$ cat config.mk
export PLATFORM = sky130hd
export DESIGN_NAME = kd_superkey_partition_core
export DESIGN_NICKNAME = d
export VERILOG_FILES = /design/src/design/kdsk_pkg.sv /design/src/design/kdsk_lane.sv /design/src/design/kdsk_merge.sv /design/src/design/kd_superkey_partition_core.sv
export SDC_FILE = /design/constraint.sdc
export NUM_CORES = 1
export LEC_CHECK = 0
export BUFFER_PORTS_ARGS = -buffer_cell sky130_fd_sc_hd__buf_2
export CAP_MARGIN = 10
export CELL_PAD_IN_SITES_DETAIL_PLACEMENT = 0
export CELL_PAD_IN_SITES_GLOBAL_PLACEMENT = 1
export CORE_AREA = 2 2 215 217
export DETAILED_ROUTE_END_ITERATION = 7
export DIE_AREA = 0 0 217 219
export PLACE_DENSITY = 0.86
export SLEW_MARGIN = 15
export SYNTH_ARGS = -nofsm -noshare
export SYNTH_HDL_FRONTEND = slang
export SYNTH_SLANG_ARGS = --single-unit
$ cat constraint.sdc
create_clock -name clk -period 3.41 [get_ports clk]
set_input_delay 0.341 -clock clk [delete_from_list [all_inputs] [get_ports clk]]
set_output_delay 0.341 -clock clk [all_outputs]
set_load 0.01 [all_outputs]
$ cat src/design/kdsk_pkg.sv
// kdsk_pkg: shared types and constants of the k-d super key partition block
// beat structs for both channels and the stage one record handed to the merge
// no dependencies
`default_nettype none

package kdsk_pkg;

    localparam int NumCoords  = 4;
    localparam int CoordWidth = 32;
    localparam int IdxWidth   = 16;
    localparam int DimsWidth  = 3;
    localparam int SelWidth   = 2;

    typedef enum logic [0:0] {
        CMD_LOAD     = 1'b0,
        CMD_CLASSIFY = 1'b1
    } kdsk_cmd_t;

    typedef logic signed [CoordWidth-1:0] coord_t;

    typedef struct packed {
        kdsk_cmd_t             command;
        logic [IdxWidth-1:0]   point_index;
        coord_t                coord_0;
        coord_t                coord_1;
        coord_t                coord_2;
        coord_t                coord_3;
        logic [SelWidth-1:0]   key_dim;
        logic [IdxWidth-1:0]   left_start;
        logic [IdxWidth-1:0]   right_start;
        logic                  last_point;
    } kdsk_in_t;

    typedef struct packed {
        logic                  skipped;
        logic                  goes_right;
        logic [IdxWidth-1:0]   write_address;
        logic [IdxWidth-1:0]   point_out;
        logic [IdxWidth-1:0]   left_total;
        logic [IdxWidth-1:0]   right_total;
        logic                  done_res;
    } kdsk_out_t;

    // lane verdicts and side data of one beat, between compare and merge stages
    typedef struct packed {
        logic                  is_load;
        logic                  skip;
        logic [SelWidth-1:0]   prim;
        logic [NumCoords-1:0]  lt;
        logic [NumCoords-1:0]  eq;
        logic                  pid_lt;
        logic [IdxWidth-1:0]   pid;
        logic                  last;
        logic [IdxWidth-1:0]   left_start;
        logic [IdxWidth-1:0]   right_start;
    } kdsk_s1_t;

endpackage

`default_nettype wire

$ cat src/design/kdsk_lane.sv
// kdsk_lane: one coordinate lane, compares a point coordinate with the median's
// signed Q16.16 values compared exactly
// depends on kdsk_pkg
`default_nettype none

module kdsk_lane (
    input  wire kdsk_pkg::coord_t point_coord,
    input  wire kdsk_pkg::coord_t median_coord,
    output logic                  less,
    output logic                  equal
);
    import kdsk_pkg::*;

    always_comb
    begin
        less  = (point_coord < median_coord);
        equal = (point_coord == median_coord);
    end

endmodule

`default_nettype wire

$ cat src/design/kdsk_merge.sv
// kdsk_merge: merging stage, resolves the super key order from the lane verdicts,
// keeps the side counters and base addresses and holds the result register
// depends on kdsk_pkg
`default_nettype none

module kdsk_merge #(
    parameter int CountLimit = 65535
) (
    input  wire                   clk,
    input  wire                   rst_n,
    input  wire                   s1_valid,
    input  wire kdsk_pkg::kdsk_s1_t s1,
    output logic                  s1_take,
    output logic                  out_valid,
    input  wire                   out_ready,
    output kdsk_pkg::kdsk_out_t   out_data
);
    import kdsk_pkg::*;

    localparam logic [IdxWidth-1:0] Limit = IdxWidth'(CountLimit);

    logic [IdxWidth-1:0] left_cnt_reg, left_cnt_next;
    logic [IdxWidth-1:0] right_cnt_reg, right_cnt_next;
    logic [IdxWidth-1:0] left_org_reg, left_org_next;
    logic [IdxWidth-1:0] right_org_reg, right_org_next;
    logic                out_valid_reg, out_valid_next;
    kdsk_out_t           out_reg, out_next;
    logic                to_left;
    logic                decided;

    // primary lane first, then the other lanes in ascending order, then the index
    always_comb
    begin
        decided = 1'b0;
        to_left = s1.pid_lt;
        if (!s1.eq[s1.prim])
        begin
            decided = 1'b1;
            to_left = s1.lt[s1.prim];
        end
        for (int d = 0; d < NumCoords; d++)
        begin
            if (!decided && (SelWidth'(d) != s1.prim) && !s1.eq[d])
            begin
                decided = 1'b1;
                to_left = s1.lt[d];
            end
        end
    end

    // a load never needs the result slot
    assign s1_take = s1_valid && (s1.is_load || !out_valid_reg || out_ready);

    always_comb
    begin
        left_cnt_next  = left_cnt_reg;
        right_cnt_next = right_cnt_reg;
        left_org_next  = left_org_reg;
        right_org_next = right_org_reg;
        out_valid_next = out_valid_reg && !out_ready;
        out_next       = out_reg;
        if (s1_take)
        begin
            if (s1.is_load)
            begin
                left_org_next  = s1.left_start;
                right_org_next = s1.right_start;
                left_cnt_next  = '0;
                right_cnt_next = '0;
            end
            else
            begin
                out_valid_next         = 1'b1;
                out_next.point_out     = s1.pid;
                out_next.done_res      = s1.last;
                out_next.skipped       = s1.skip;
                out_next.goes_right    = 1'b0;
                out_next.write_address = '0;
                if (!s1.skip)
                begin
                    if (to_left)
                    begin
                        out_next.write_address = left_org_reg + left_cnt_reg;
                        if (left_cnt_reg < Limit)
                        begin
                            left_cnt_next = left_cnt_reg + 1'b1;
                        end
                    end
                    else
                    begin
                        out_next.goes_right    = 1'b1;
                        out_next.write_address = right_org_reg + right_cnt_reg;
                        if (right_cnt_reg < Limit)
                        begin
                            right_cnt_next = right_cnt_reg + 1'b1;
                        end
                    end
                end
                out_next.left_total  = left_cnt_next;
                out_next.right_total = right_cnt_next;
            end
        end
    end

    always_ff @(posedge clk or negedge rst_n)
    begin
        if (!rst_n)
        begin
            left_cnt_reg  <= '0;
            right_cnt_reg <= '0;
            left_org_reg  <= '0;
            right_org_reg <= '0;
            out_valid_reg <= 1'b0;
        end
        else
        begin
            left_cnt_reg  <= left_cnt_next;
            right_cnt_reg <= right_cnt_next;
            left_org_reg  <= left_org_next;
            right_org_reg <= right_org_next;
            out_valid_reg <= out_valid_next;
        end
    end

    always_ff @(posedge clk)
    begin
        out_reg <= out_next;
    end

    assign out_valid = out_valid_reg;
    assign out_data  = out_reg;

endmodule

`default_nettype wire

$ cat src/design/kd_superkey_partition_core.sv
// kd_superkey_partition_core: top level of the k-d super key partition block
// four compare lanes, stage one register and the merging stage
// depends on kdsk_pkg, kdsk_lane, kdsk_merge
//
// A load beat (command 0) stores the median point, split dimension and both base
// addresses and clears the side counters; it gives no result. Each classify beat
// (command 1) gives one result: the median itself is reported as skipped, any
// other point goes left when its super key (split dimension, then the remaining
// active dimensions in ascending order, then the point index) is below the
// median's, and right otherwise, with its write address and the running totals.
// The block takes one beat per cycle while the output is not stalled; a beat is
// registered in stage one, its result in the output register, and while a result
// waits there one more classify beat can enter stage one before the input stalls.
// The rate is set by the merging stage, where the side counter of one point must
// be updated before the next point's address is formed. Counters saturate at
// MAX_POINTS - 1 (at most 65535). Users must write num_dims only while idle; unchecked.
`default_nettype none

module kd_superkey_partition_core #(
    parameter int MAX_DIMS   = 4,
    parameter int MAX_POINTS = 65536
) (
    input  wire                          clk,
    input  wire                          rst_n,
    input  wire                          cfg_wr_en,
    input  wire [kdsk_pkg::DimsWidth-1:0] cfg_wr_data,
    input  wire                          in_valid,
    output logic                         in_ready,
    input  wire kdsk_pkg::kdsk_in_t      in_data,
    output logic                         out_valid,
    input  wire                          out_ready,
    output kdsk_pkg::kdsk_out_t          out_data
);
    import kdsk_pkg::*;

    localparam int DimLimit   = (MAX_DIMS < NumCoords) ? MAX_DIMS : NumCoords;
    localparam int CountLimit = (MAX_POINTS - 1 > 65535) ? 65535 : MAX_POINTS - 1;

    logic [DimsWidth-1:0] num_dims_reg;
    logic [DimsWidth-1:0] active_dims;
    coord_t               median_coords_reg [NumCoords];
    coord_t               point_coords [NumCoords];
    logic [IdxWidth-1:0]  median_id_reg;
    logic [SelWidth-1:0]  primary_dim_reg;
    logic [NumCoords-1:0] lane_lt;
    logic [NumCoords-1:0] lane_eq;
    logic                 in_take;
    logic                 is_load;
    logic                 s1_valid_reg, s1_valid_next;
    kdsk_s1_t             s1_reg, s1_next;
    logic                 s1_take;

    assign point_coords[0] = in_data.coord_0;
    assign point_coords[1] = in_data.coord_1;
    assign point_coords[2] = in_data.coord_2;
    assign point_coords[3] = in_data.coord_3;

    for (genvar g = 0; g < NumCoords; g++)
    begin : g_lane
        kdsk_lane u_lane (
            .point_coord  (point_coords[g]),
            .median_coord (median_coords_reg[g]),
            .less         (lane_lt[g]),
            .equal        (lane_eq[g])
        );
    end

    always_comb
    begin
        if (num_dims_reg == '0)
        begin
            active_dims = DimsWidth'(1);
        end
        else if (num_dims_reg > DimsWidth'(DimLimit))
        begin
            active_dims = DimsWidth'(DimLimit);
        end
        else
        begin
            active_dims = num_dims_reg;
        end
    end

    assign in_ready = !s1_valid_reg || s1_take;
    assign in_take  = in_valid && in_ready;
    assign is_load  = (in_data.command == CMD_LOAD);

    always_comb
    begin
        s1_next.is_load     = is_load;
        s1_next.skip        = (in_data.point_index == median_id_reg);
        s1_next.prim        = primary_dim_reg;
        s1_next.lt          = lane_lt;
        s1_next.pid_lt      = (in_data.point_index < median_id_reg);
        s1_next.pid         = in_data.point_index;
        s1_next.last        = in_data.last_point;
        s1_next.left_start  = in_data.left_start;
        s1_next.right_start = in_data.right_start;
        // inactive lanes other than the primary one count as ties
        for (int d = 0; d < NumCoords; d++)
        begin
            s1_next.eq[d] = lane_eq[d]
                || ((DimsWidth'(d) >= active_dims) && (SelWidth'(d) != primary_dim_reg));
        end
        s1_valid_next = in_take || (s1_valid_reg && !s1_take);
    end

    always_ff @(posedge clk or negedge rst_n)
    begin
        if (!rst_n)
        begin
            num_dims_reg    <= DimsWidth'(2);
            median_id_reg   <= '0;
            primary_dim_reg <= '0;
            s1_valid_reg    <= 1'b0;
            for (int d = 0; d < NumCoords; d++)
            begin
                median_coords_reg[d] <= '0;
            end
        end
        else
        begin
            s1_valid_reg <= s1_valid_next;
            if (cfg_wr_en)
            begin
                num_dims_reg <= cfg_wr_data;
            end
            // median takes effect for the very next beat's lane compare
            if (in_take && is_load)
            begin
                median_id_reg   <= in_data.point_index;
                primary_dim_reg <= in_data.key_dim;
                for (int d = 0; d < NumCoords; d++)
                begin
                    median_coords_reg[d] <= point_coords[d];
                end
            end
        end
    end

    always_ff @(posedge clk)
    begin
        if (in_take)
        begin
            s1_reg <= s1_next;
        end
    end

    kdsk_merge #(
        .CountLimit (CountLimit)
    ) u_merge (
        .clk       (clk),
        .rst_n     (rst_n),
        .s1_valid  (s1_valid_reg),
        .s1        (s1_reg),
        .s1_take   (s1_take),
        .out_valid (out_valid),
        .out_ready (out_ready),
        .out_data  (out_data)
    );

    a_skip_no_write: assert property (@(posedge clk) disable iff (!rst_n)
        out_valid && out_data.skipped |-> !out_data.goes_right && out_data.write_address == '0)
        else $error("skipped result carries a side or address");

    a_left_counted: assert property (@(posedge clk) disable iff (!rst_n)
        out_valid && !out_data.skipped && !out_data.goes_right |-> out_data.left_total != '0)
        else $error("left point not counted");

    a_right_counted: assert property (@(posedge clk) disable iff (!rst_n)
        out_valid && !out_data.skipped && out_data.goes_right |-> out_data.right_total != '0)
        else $error("right point not counted");

    a_total_limit: assert property (@(posedge clk) disable iff (!rst_n)
        out_valid |-> out_data.left_total <= IdxWidth'(CountLimit)
            && out_data.right_total <= IdxWidth'(CountLimit))
        else $error("side total above saturation limit");

    a_stall_only_when_full: assert property (@(posedge clk) disable iff (!rst_n)
        !in_ready |-> s1_valid_reg && !s1_reg.is_load)
        else $error("input stalled without a pending classify beat");

endmodule

`default_nettype wire
Word level (Yosys, flattened, before mapping)
Index checks and enable logic that the tools add are counted.
W data, S select, Z words.

storage, ports and cells
  flip-flop bits (word level) = 344
  input bits = 188
  logic and storage cells = 128

cells by class
  $add $sub $neg = 4
  order comparisons = 13
  eq/ne operators = 11
  mux-type cells = 27
  bitwise gates (word level) = 2
  reductions and logical operators = 41

operators with widths
  cell                     count
  $mux W16                 9
  $eq A32 B32 Y1           4
  $lt A32 B32 Y1           4
  $add A16 B1 Y16 const B  2
  $add A16 B16 Y16         2
  $lt A16 B16 Y1 const B   2
  $logic_and A1 B1 Y1      17
  $eq A16 B16 Y1           1
  $lt A16 B16 Y1           1
  $mux W1                  14
  $logic_not A1 Y1         11
  $logic_or A1 B1 Y1       8
  $ne A2 B2 Y1 const A     4
  $ge A1 B3 Y1 const A     2
  $ge A2 B3 Y1 const A     2
  $mux W3                  2
  $bmux W1 S2              2
  $ne A1 B2 Y1 const A     2
  $reduce_and A2 Y1        2
  $reduce_bool A2 Y1       2
  $gt A3 B3 Y1 const B     1
  $logic_not A3 Y1         1
  $lt A2 B3 Y1 const B     1
  $not A1 Y1               2

Longest topological paths before layout
Gate-level depths: netlist (run 1).

  word-level depth = 20
  mapped depth = 10
  gate-level depth less buffers = 10

By module
Synthesis (run 1) repeated with hierarchy kept, for this count alone.

unflattened totals
  cell total of the unflattened synthesis = 1,615
  area, all modules = 19,092.1 um^2

modules (own cells, without submodules)
  module                      instances  cells an instance  area an instance (um^2)
  kd_superkey_partition_core  1          464                8,104.0
  kdsk_merge                  1          699                7,704.9
  kdsk_lane                   4          113                820.8

Worst setup path after synthesis (run 1)
Ideal clock, no wire load.

  path kind = in2reg
  start = input port out_ready
  end = register u_merge.left_cnt_reg[1]
  library setup time = 129 ps
  data arrival time = 3,350 ps
  required time = 3,281 ps
  path slack = -69 ps
  stages = 8
  cells stage by stage = nand2b_1 -> nor2_1 -> nor2b_1 -> buf_1 -> nand2_1 -> clkbuf_1 -> clkinv_1 -> a32o_1

between the ends
  longest elaborated chain between the ends = 2

RTL lines
  what                  line                              source
  start, declared       kd_superkey_partition_core.sv:31  input wire out_ready,
  $logic_or A1 B1 Y1    kdsk_merge.sv:52                  assign s1_take = s1_valid && (s1.is_load || !out_valid_reg || out_ready);
  $logic_and A1 B1 Y1   kdsk_merge.sv:52
  end signal, assigned  kdsk_merge.sv:117                 left_cnt_reg <= left_cnt_next;
  end, declared         kdsk_merge.sv:22                  logic [IdxWidth-1:0] left_cnt_reg, left_cnt_next;

Every way passes these cells.
A chain may end at the register's enable or synchronous reset.

Worst setup path in the final report (run 1)
  start = register u_merge.left_cnt_reg[0]
  end = register u_merge.out_reg, in the netlist u_merge.out_data[63] (data pin)

between the ends
  longest elaborated chain between the ends = 2

RTL lines
  what                  line               source
  $add A16 B16 Y16      kdsk_merge.sv:83   out_next.write_address = left_org_reg + left_cnt_reg;
  $mux W16              kdsk_merge.sv:81   if (to_left)
  end signal, assigned  kdsk_merge.sv:127  out_reg <= out_next;
  end, declared         kdsk_merge.sv:27   kdsk_out_t out_reg, out_next;

Every way passes these cells.

==> run_results.csv, run 1 <==
group,metric,value,unit
clocking,cts_tree,"yes",
detailed_routing,wire_per_inst,17.1,um
die,ioPinCount,257,
setup_path,r2r-start,"u_merge.left_cnt_reg[0]",
setup_path,cp_max_fo,6,
detailed_routing,drc,0,
sta,finalHoldViolations,0,
die,start_util,40.5,%
min_path,min_path_type,"input port to register",
power_and_ir_drop,peakVddDrop,352,uV
final_layout,drive_above_1_share,19.2,%
yosys,synthCells,1769,
clocking,clock-sinks,344,
sta,period_minus_slack,2.90,ns
min_path,whs_path_depth,3,
final_layout,stdcell_area,22500,sq um
setup_path,r2r_slack,0.51,ns
outcome,status,"finished, final reports clean",
final_layout,largest_reg_flops,128,
yosys,synth.yosys.seq_area_share,50.6,%
sta,drv_slew,0,
yosys,synth_area,18300,sq um
flow_run,drv_cap,0,
detailed_routing,routed_wl,47200,um
yosys,synthArstFlopShare,62.5,%
power_and_ir_drop,p_leak,10.2,nW
grt,first_global_vias,14576,
setup_path,timing.rr.end,"u_merge.out_data[63]",
die,core_area,45100,sq um
detailed_routing,vias,14451,
setup_path,cpMaxStageDelayCell,"dfrtp_1",
setup_path,setup.worst_path.start,"u_merge.left_cnt_reg[0]",
clocking,post_cts_buffers,0,
final_layout,layout_commonest_cell,"buf_2",
die,rows,78,
setup_path,critPathKind,"register to register",
sta,worst_pin_slew,0.775,ns
detailed_routing,drt.antenna.violating_nets,0,
yosys,synthFlopType,"dfrtp_1",
sta,fin_crit_sh,85.0,%
sta,timing.final.setup_violations,0,
sta,finClkSkew,0.0240,ns
clocking,clk_pin_slew,0.06,ns
place,placed_area,20400,sq um
place,gp_congestion,0.900,
final_layout,layout_common_cells,"buf_2 (255), nand2_1 (236), dfrtp_1 (214)",
setup_path,cp.arrival,3.26,ns
sta,rsz0062_at_grt,"no",
power_and_ir_drop,p_per_area,513,nW/um^2
yosys,yosys_warnings,0,
setup_path,endpoint_kind,"register",
yosys,synthDistinctLibCells,76,
yosys,synth_seq_cells,344,
setup_path,worst_setup_path_start_kind,"register",
grt,overflow,0,
sta,fin_setup_tns,0,ns
grt,grt_pass1_wl,75500,um
yosys,synth_nets,2135,
place,hpwl,34600,um
detailed_routing,via_per_inst,5.25,
setup_path,critical_path_depth,10,
final_layout,nFillCells,4093,
setup_path,cp.required,3.77,ns
place,port_buffers,256,
clocking,clk_latency,0.55,ns
die,die_width,217,um
setup_path,worstRegToRegCells,10,
clocking,htreeDepth,2,
detailed_routing,drtIter0Drc,1148,
sta,maxSlewHeadroom,48.3,%
grt,grt_start_max_net_pins,90,
setup_path,critPathBufInv,1,
clocking,cts-root-to-sink-buffers,3,
yosys,synth_edf_count,129,
final_layout,nets,2486,
final_layout,syn2layout_area_growth,23.3,%
clocking,clockRootBuffer,"clkbuf_16",
die,die_y,219,um
grt,antenna_found_initial,20,
setup_path,max_stage_delay,0.45,ns
min_path,min_to,"median_coords_reg[78]",
die,dieArea,47500,sq um
yosys,syn_area_per_cell,10.3,sq um
detailed_routing,drt-pass1-iter-count,5,
sta,timing.fmax,0.345,GHz
clocking,cts_buffers,41,
grt,grt_usage,20.0,%
min_path,hp-start,"in_data[113]",
setup_path,path_cells,"ha_1 > inv_1 > fa_1 > nand2b_1 > a21oi_1 > o21ai_0 > o21ai_0 > a21oi_1 > mux2i_1 > o32ai_1",
setup_path,critical_path.top_delay_family,"compound AO/OA/AOI/OAI gates",
-- what timing repair did --
action,4_1_cts,5_1_grt
hold buffers,84,0
hold endpoints to repair,170,0
gates resized for setup,0,0
-- cells in the mapped netlist, types with 4 or more instances --
master     number  area [sq um]
mux2i_1         7          70.1
ha_1          176          2200
mux2_2         46           518
nor2b_1        11          68.8
o31ai_1        15           113
or2_2           4          25.0
inv_1         176           661
o2111ai_1       5          43.8
o22ai_1        12          75.1
and2_1          6          37.5
nand4_1        26           163
or3_1           6          37.5
a21oi_1        91           455
nor4_1          9          56.3
nor3_1         21           105
nand2_1       236           886
nor2_1         55           206
a211oi_1       15           113
a31o_2          4          35.0
edfxtp_1      129          3870
a31oi_1         9          56.3
o211ai_1        7          52.6
a41oi_1         4          35.0
dfrtp_1       214          5360
and3_1         11          68.8
xor2_1         11          96.3
o21a_1         16           120
a2111oi_0       5          43.8
o21ai_0       207          1040
nand2b_1       17           106
xnor2_1        31           272
nand3_1        40           200
a21o_1         24           180
a211o_1         4          35.0
clkbuf_1       54           203
-- cell families after synthesis --
kind of cell | count (synthesis) | share of synthesized area (%)
adders and majority gates | 178 | 12.3
AOI/OAI and AO/OA | 452 | 14.8
buffers and inverters | 236 | 4.90
muxes | 57 | 3.69
xor gates and xnor gates | 42 | 2.01
and+or+nand+nor | 460 | 11.7
DFF | 344 | 50.6
-- worst max-delay path by stage --
stage | endpoint | slack [ns]
2_1_floorplan | s1_reg[0] | 0.78
3_3_place_gp | u_merge.out_data[63] | 0.60
3_5_place_dp | u_merge.out_data[63] | 0.58
4_1_cts | u_merge.out_data[63] | 0.55
5_1_grt | u_merge.out_data[63] | 0.29
6_report | u_merge.out_data[63] | 0.51
-- stage by stage --
step / instances / power [mW] / hold WS, ns / utilization, % / setup WS [ns]
after global routing: 2750 / 12.2 / 0.00979 / 50.0 / 0.287
after detailed placement: 2593 / 7.28 / 0.405 / 45.2 / 0.577
after floorplan: 1769 / 6.46 / 0.0454 / - / 0.779
after CTS: 2747 / 11.7 / 0.000124 / 49.9 / 0.552
final: 2754 / 11.6 / 0.0246 / 50.0 / 0.513
after global placement: 2593 / 7.19 / 0.402 / 45.2 / 0.600
-- layer usage --
layer | global-route usage [%] | wire length (um)
met1 | 25.4 | 19700
met2 | 32.5 | 21800
met3 | 5.07 | 3590
met4 | 8.29 | 1900
met5 | 0.521 | 184
-- worst register-to-register path, stage by stage (launching register included) --
cell,delay [ns]
dfrtp_1,0.45
ha_1,0.21
inv_1,0.05
fa_1,0.37
nand2b_1,0.19
a21oi_1,0.26
o21ai_0,0.20
o21ai_0,0.42
a21oi_1,0.15
mux2i_1,0.13
o32ai_1,0.26
-- power breakdown --
part	switching [mW]	internal, mW	leakage [nW]
Sequential	0.212	4.78	3.93
Clock	1.71	2.57	0.629
Combinational	1.33	0.967	5.64
-- final cells by class --
| class | count | area [sq um] | area share (%) |
|---|---|---|---|
| Antenna cell | 7 | 17.5 | 0.0777 |
| Tap cell | 600 | 751 | 3.33 |
| Clock buffer | 53 | 1100 | 4.89 |
| Multi-Input combinational cell | 1189 | 8130 | 36.1 |
| Inverter | 177 | 666 | 2.95 |
| Clock inverter | 17 | 190 | 0.844 |
| Timing Repair Buffer | 367 | 2420 | 10.7 |
| Sequential cell | 344 | 9260 | 41.1 |
(Power assumes the default switching activity.)
==> run 2, diff against run 1 <==
==> constraint.sdc (replaced) <==
create_clock -name clk -period 2.44 [get_ports clk]
set_input_delay 0.244 -clock clk [delete_from_list [all_inputs] [get_ports clk]]
set_output_delay 0.244 -clock clk [all_outputs]
set_load 0.01 [all_outputs]
==> run 2 against run 1 <==
Compared with the run above:
- global-route usage is 1.5 points higher
- final cell count is 6.6% higher
- routed wire length is 6.9% higher
- die area stayed put
- hold slack better by 0.16 ns
- critical path type unchanged
- largest power group unchanged
- highest routed layer unchanged
==> run_results.csv, run 2 (synthesis gave the netlist of run 1 again) <==
group,metric,value,unit
die,rows,78,
setup_path,cp.arrival,2.72,ns
setup_path,worstRegToRegCells,6,
sta,drv_slew,0,
detailed_routing,drt-pass1-iter-count,5,
sta,fin_setup_tns,0,ns
setup_path,timing.rr.end,"u_merge.out_data[14]",
die,die_y,219,um
setup_path,r2r_slack,0.02,ns
setup_path,critPathBufInv,1,
detailed_routing,drtIter0Drc,1069,
clocking,clk_latency,0.55,ns
detailed_routing,via_per_inst,5.22,
place,placed_area,21000,sq um
setup_path,cpMaxStageDelayCell,"or4_4",
final_layout,nets,2666,
grt,grt_start_max_net_pins,74,
sta,rsz0062_at_grt,"yes",
clocking,clock-sinks,344,
grt,antenna_found_initial,7,
clocking,clk_pin_slew,0.07,ns
place,port_buffers,256,
die,start_util,40.5,%
final_layout,layout_commonest_cell,"buf_2",
sta,fin_crit_sh,99.4,%
clocking,clockRootBuffer,"clkbuf_16",
power_and_ir_drop,p_leak,11.1,nW
sta,finClkSkew,0.0127,ns
final_layout,nFillCells,3862,
place,gp_congestion,0.898,
final_layout,syn2layout_area_growth,34.1,%
setup_path,endpoint_kind,"register",
final_layout,stdcell_area,24500,sq um
final_layout,multi_input_area,8340,sq um
sta,timing.final.setup_violations,0,
sta,timing.fmax,0.412,GHz
setup_path,cp_max_fo,6,
setup_path,r2r-start,"s1_reg[58]",
min_path,min_path_type,"input port to asynchronous set/reset pin",
setup_path,max_stage_delay,0.51,ns
detailed_routing,vias,15311,
die,die_width,217,um
final_layout,largest_reg_flops,128,
grt,first_global_vias,15856,
grt,grt_usage,21.5,%
grt,overflow,0,
detailed_routing,wire_per_inst,17.2,um
die,ioPinCount,257,
setup_path,critPathKind,"register to register",
sta,finalHoldViolations,0,
clocking,htreeDepth,2,
place,hpwl,35600,um
setup_path,worst_setup_path_start_kind,"register",
outcome,status,"finished, final reports clean",
power_and_ir_drop,peakVddDrop,565,uV
detailed_routing,routed_wl,50500,um
final_layout,regArea,9260,sq um
grt,grt_pass1_wl,81800,um
die,core_area,45100,sq um
clocking,cts-root-to-sink-buffers,3,
setup_path,critical_path.top_delay_family,"simple AND/OR/NAND/NOR gates",
flow_run,drv_cap,0,
setup_path,cp.required,2.73,ns
clocking,cts_buffers,41,
sta,period_minus_slack,2.42,ns
die,dieArea,47500,sq um
sta,hold_slack,0.184,ns
sta,maxSlewHeadroom,65.5,%
clocking,cts_tree,"yes",
final_layout,drive_above_1_share,22.8,%
detailed_routing,drt.antenna.violating_nets,0,
sta,worst_pin_slew,0.517,ns
final_layout,layout_common_cells,"buf_2 (255), nand2_1 (235), dfrtp_1 (214)",
setup_path,path_cells,"buf_4 > o21ba_2 > and2_1 > mux2_4 > or4_4 > mux2_2",
power_and_ir_drop,p_per_area,693,nW/um^2
detailed_routing,drc,0,
run 2: power by group:
part	switching, mW	internal [mW]	leakage (nW)
sequential	0.265	6.68	3.93
clock	2.49	3.78	0.662
combinational	2.07	1.70	6.51
run 2: through the flow:
step	total power, mW	instances	utilization, %	worst slack (ns)
global route	17.9	2932	54.3	-0.0735
finish	17.0	2935	54.3	0.0152
global placement	10.2	2665	46.5	-0.0517
CTS	17.0	2928	53.9	-0.00561
floorplan	9.03	1769	-	0.000421
detailed placement	10.4	2665	46.5	-0.187
run 2: worst max-delay path by stage:
stage | from | to | cells past startpoint | slack, ns
after floorplan | u_merge.left_cnt_reg[0] | u_merge.out_data[63] | 10 | 0.0004
after global placement | s1_reg[57] | u_merge.out_data[57] | 7 | -0.05
after detailed placement | s1_reg[58] | u_merge.out_data[57] | 7 | -0.19
after CTS | s1_reg[58] | u_merge.out_data[22] | 9 | -0.006
after global routing | s1_reg[58] | u_merge.out_data[22] | 8 | -0.07
final | s1_reg[58] | u_merge.out_data[14] | 6 | 0.02
run 2: routing by layer:
metal  up-vias  global-route usage (%)  routed length (um)
li1       7354                       -                   -
met1      7274                    27.1               21100
met2       531                    35.9               24000
met3       144                    4.80                3470
met4         8                    8.31                1870
met5         -                       0                  43
run 2: layout make-up:
type,count,share of cell area [%]
clock buffer,49,4.51
timing repair buffer,547,16.7
clock inverter,24,1.12
sequential,344,37.8
tap,600,3.06
multi-input combinational,1189,34.0
antenna,5,0.0511
inverter,177,2.73
run 2: timing repair:
action | in CTS | in global routing
endpoints found under the hold margin | 337 | 0
resized for setup | 14 | 46
buffers inserted | 1 | 2
setup endpoints to repair | 14 | 58
hold buffers | 189 | 0
pin swaps | 1 | 15
==> run 3, diff against run 2 <==
==> constraint.sdc (replaced) <==
create_clock -name clk -period 2.44 [get_ports clk]
set_input_delay 0.366 -clock clk [delete_from_list [all_inputs] [get_ports clk]]
set_output_delay 0.366 -clock clk [all_outputs]
set_load 0.01 [all_outputs]
==> run 3 against run 2 <==
Compared with the run above:
- the run now ends with setup timing left
- flip-flop and latch count did not move
- critical path depth rose by 2
- sequential share of layout area rose by 1.1 points
- final cell count fell by 2.6%
- global-route usage fell by 1.3 points
- clock power rose by 0.6%
- register-to-register slack got worse by 0.04 ns
- clock-buffer cell count rose by 7
- clock skew rose by 0.0065 ns
- hold slack got worse by 0.15 ns
- critical path type unchanged
==> run_results.csv, run 3 (synthesis gave the netlist of run 1 again) <==
group,metric,value,unit
final_layout,nets,2588,
final_layout,layout_commonest_cell,"buf_2",
grt,overflow,0,
clocking,clockRootBuffer,"clkbuf_16",
die,rows,78,
detailed_routing,met1_length,20200,um
sta,fin_crit_sh,101,%
sta,fin_setup_tns,-0.0510,ns
die,start_util,40.5,%
setup_path,worstRegToRegCells,8,
grt,antenna_found_initial,17,
setup_path,cp.arrival,2.77,ns
sta,setup_slack,-0.0239,ns
min_path,min_path_type,"input port to register",
setup_path,worst_setup_path_start_kind,"register",
detailed_routing,wl_met3,3590,um
place,hpwl,36000,um
detailed_routing,wire_per_inst,16.8,um
min_path,whs_path_depth,2,
outcome,violations,"setup timing",
die,core_area,45100,sq um
sta,finClkSkew,0.0192,ns
sta,timing.fmax,0.406,GHz
grt,grt_usage,20.2,%
final_layout,nFillCells,4079,
setup_path,path_cells,"mux4_2 > buf_6 > mux2i_4 > buf_6 > nand3_4 > inv_4 > nand2_1 > mux2_2",
outcome,status,"finished, violations left",
setup_path,critPathKind,"register to register",
clocking,cts_buffers,41,
die,die_y,219,um
place,gp_congestion,0.906,
detailed_routing,drc,0,
sta,finalHoldViolations,0,
detailed_routing,drt.antenna.violating_nets,0,
sta,maxSlewHeadroom,57.6,%
grt,grt_start_max_net_pins,66,
sta,drv_slew,0,
grt,first_global_vias,14458,
clocking,clock-sinks,344,
final_layout,largest_reg_flops,128,
place,dp_slack,-0.102,ns
sta,worst_pin_slew,0.636,ns
setup_path,crit_top_cell,"buf_6",
setup_path,r2r-start,"s1_reg[58]",
grt,grt_pass1_wl,76000,um
setup_path,max_stage_delay,0.59,ns
flow_run,drv_cap,0,
detailed_routing,via_per_inst,5.20,
detailed_routing,top_layer_used,"met5",
clocking,clk_latency,0.56,ns
power_and_ir_drop,p_per_area,716,nW/um^2
detailed_routing,vias,14863,
final_layout,layout_common_cells,"buf_2 (255), nand2_1 (231), dfrtp_1 (214)",
power_and_ir_drop,p_leak,10.9,nW
clocking,htreeDepth,2,
sta,period_minus_slack,2.46,ns
min_path,hp-start,"in_valid",
setup_path,r2r_slack,-0.02,ns
setup_path,critical_path.top_delay_family,"multiplexers",
setup_path,timing.rr.end,"u_merge.out_data[13]",
sta,rsz0062_at_grt,"yes",
detailed_routing,routed_wl,48200,um
detailed_routing,drt-pass1-iter-count,5,
die,die_width,217,um
setup_path,cpMaxStageDelayCell,"mux4_2",
die,ioPinCount,257,
place,port_buffers,256,
detailed_routing,met2_length,22100,um
final_layout,syn2layout_area_growth,30.4,%
sta,timing.final.setup_violations,5,
power_and_ir_drop,peakVddDrop,503,uV
setup_path,cp.required,2.74,ns
min_path,min_to,"s1_valid_reg",
setup_path,cp_max_fo,6,
die,dieArea,47500,sq um
setup_path,endpoint_kind,"register",
final_layout,drive_above_1_share,27.1,%
clocking,cts-root-to-sink-buffers,3,
setup_path,critPathBufInv,3,
clocking,cts_tree,"yes",
detailed_routing,drtIter0Drc,828,
clocking,clk_pin_slew,0.06,ns
-- run 3: cell count changes in the layout (fill, tap and decap cells not counted), sizes merged, moves of 2 or more --
cell	before	now
clkbuf	49	57
clkinvlp	6	4
dlygate4sd3	189	59
buf	358	409
-- run 3: worst max-delay path by stage --
stage,from,endpoint,slack [ns],cells past startpoint
6_report,s1_reg[58],u_merge.out_data[13],-0.02,8
3_3_place_gp,u_merge.left_cnt_reg[0],u_merge.out_data[63],-0.03,11
4_1_cts,s1_reg[58],u_merge.out_data[14],-0.03,4
3_5_place_dp,s1_reg[58],u_merge.out_data[57],-0.10,7
2_1_floorplan,u_merge.left_cnt_reg[0],u_merge.out_data[63],0.0004,10
5_1_grt,s1_reg[58],u_merge.right_cnt_reg[1],-0.13,8
-- run 3: per-stage QoR --
stage                     utilization [%]  hold WS, ns  cells  power (mW)  instance area [sq um]
after floorplan                         -       0.0704   1769        9.03                  18300
after global placement               47.1        0.402   2699        10.3                  21200
after detailed placement             47.1        0.404   2699        10.5                  21200
after CTS                            51.7      0.00104   2836        17.0                  23300
after global routing                 52.8       0.0193   2857        18.0                  23800
final                                52.9       0.0349   2859        17.1                  23800
-- run 3: layer usage --
metal	track usage, %	up-vias
met5	0	-
met3	4.74	135
met1	25.9	6989
met2	32.5	501
li1	-	7216
met4	9.16	22
-- run 3: what timing repair did --
action	CTS	global route
buffers inserted	3	17
cloned	0	1
gates resized for setup	19	94
hold buffers	59	0
pin swaps	5	36
hold endpoints to repair	113	0
endpoints found under the setup margin	32	71
-- run 3: final cells by class --
class                           count  area, sq um  share of cell area, %
Antenna cell                        5         12.5                 0.0525
Clock buffer                       56         1170                   4.93
Clock inverter                     19          214                  0.898
Inverter                          177          672                   2.82
Multi-Input combinational cell   1189         8520                   35.7
Sequential cell                   344         9260                   38.8
Tap cell                          600          751                   3.15
Timing Repair Buffer              469         3240                   13.6
-- run 3: where the power goes --
part	leakage (nW)	internal, mW	switching [mW]
sequential	3.93	6.68	0.255
combinational	6.28	1.75	2.08
clock	0.672	3.80	2.49
total	10.9	12.2	4.83
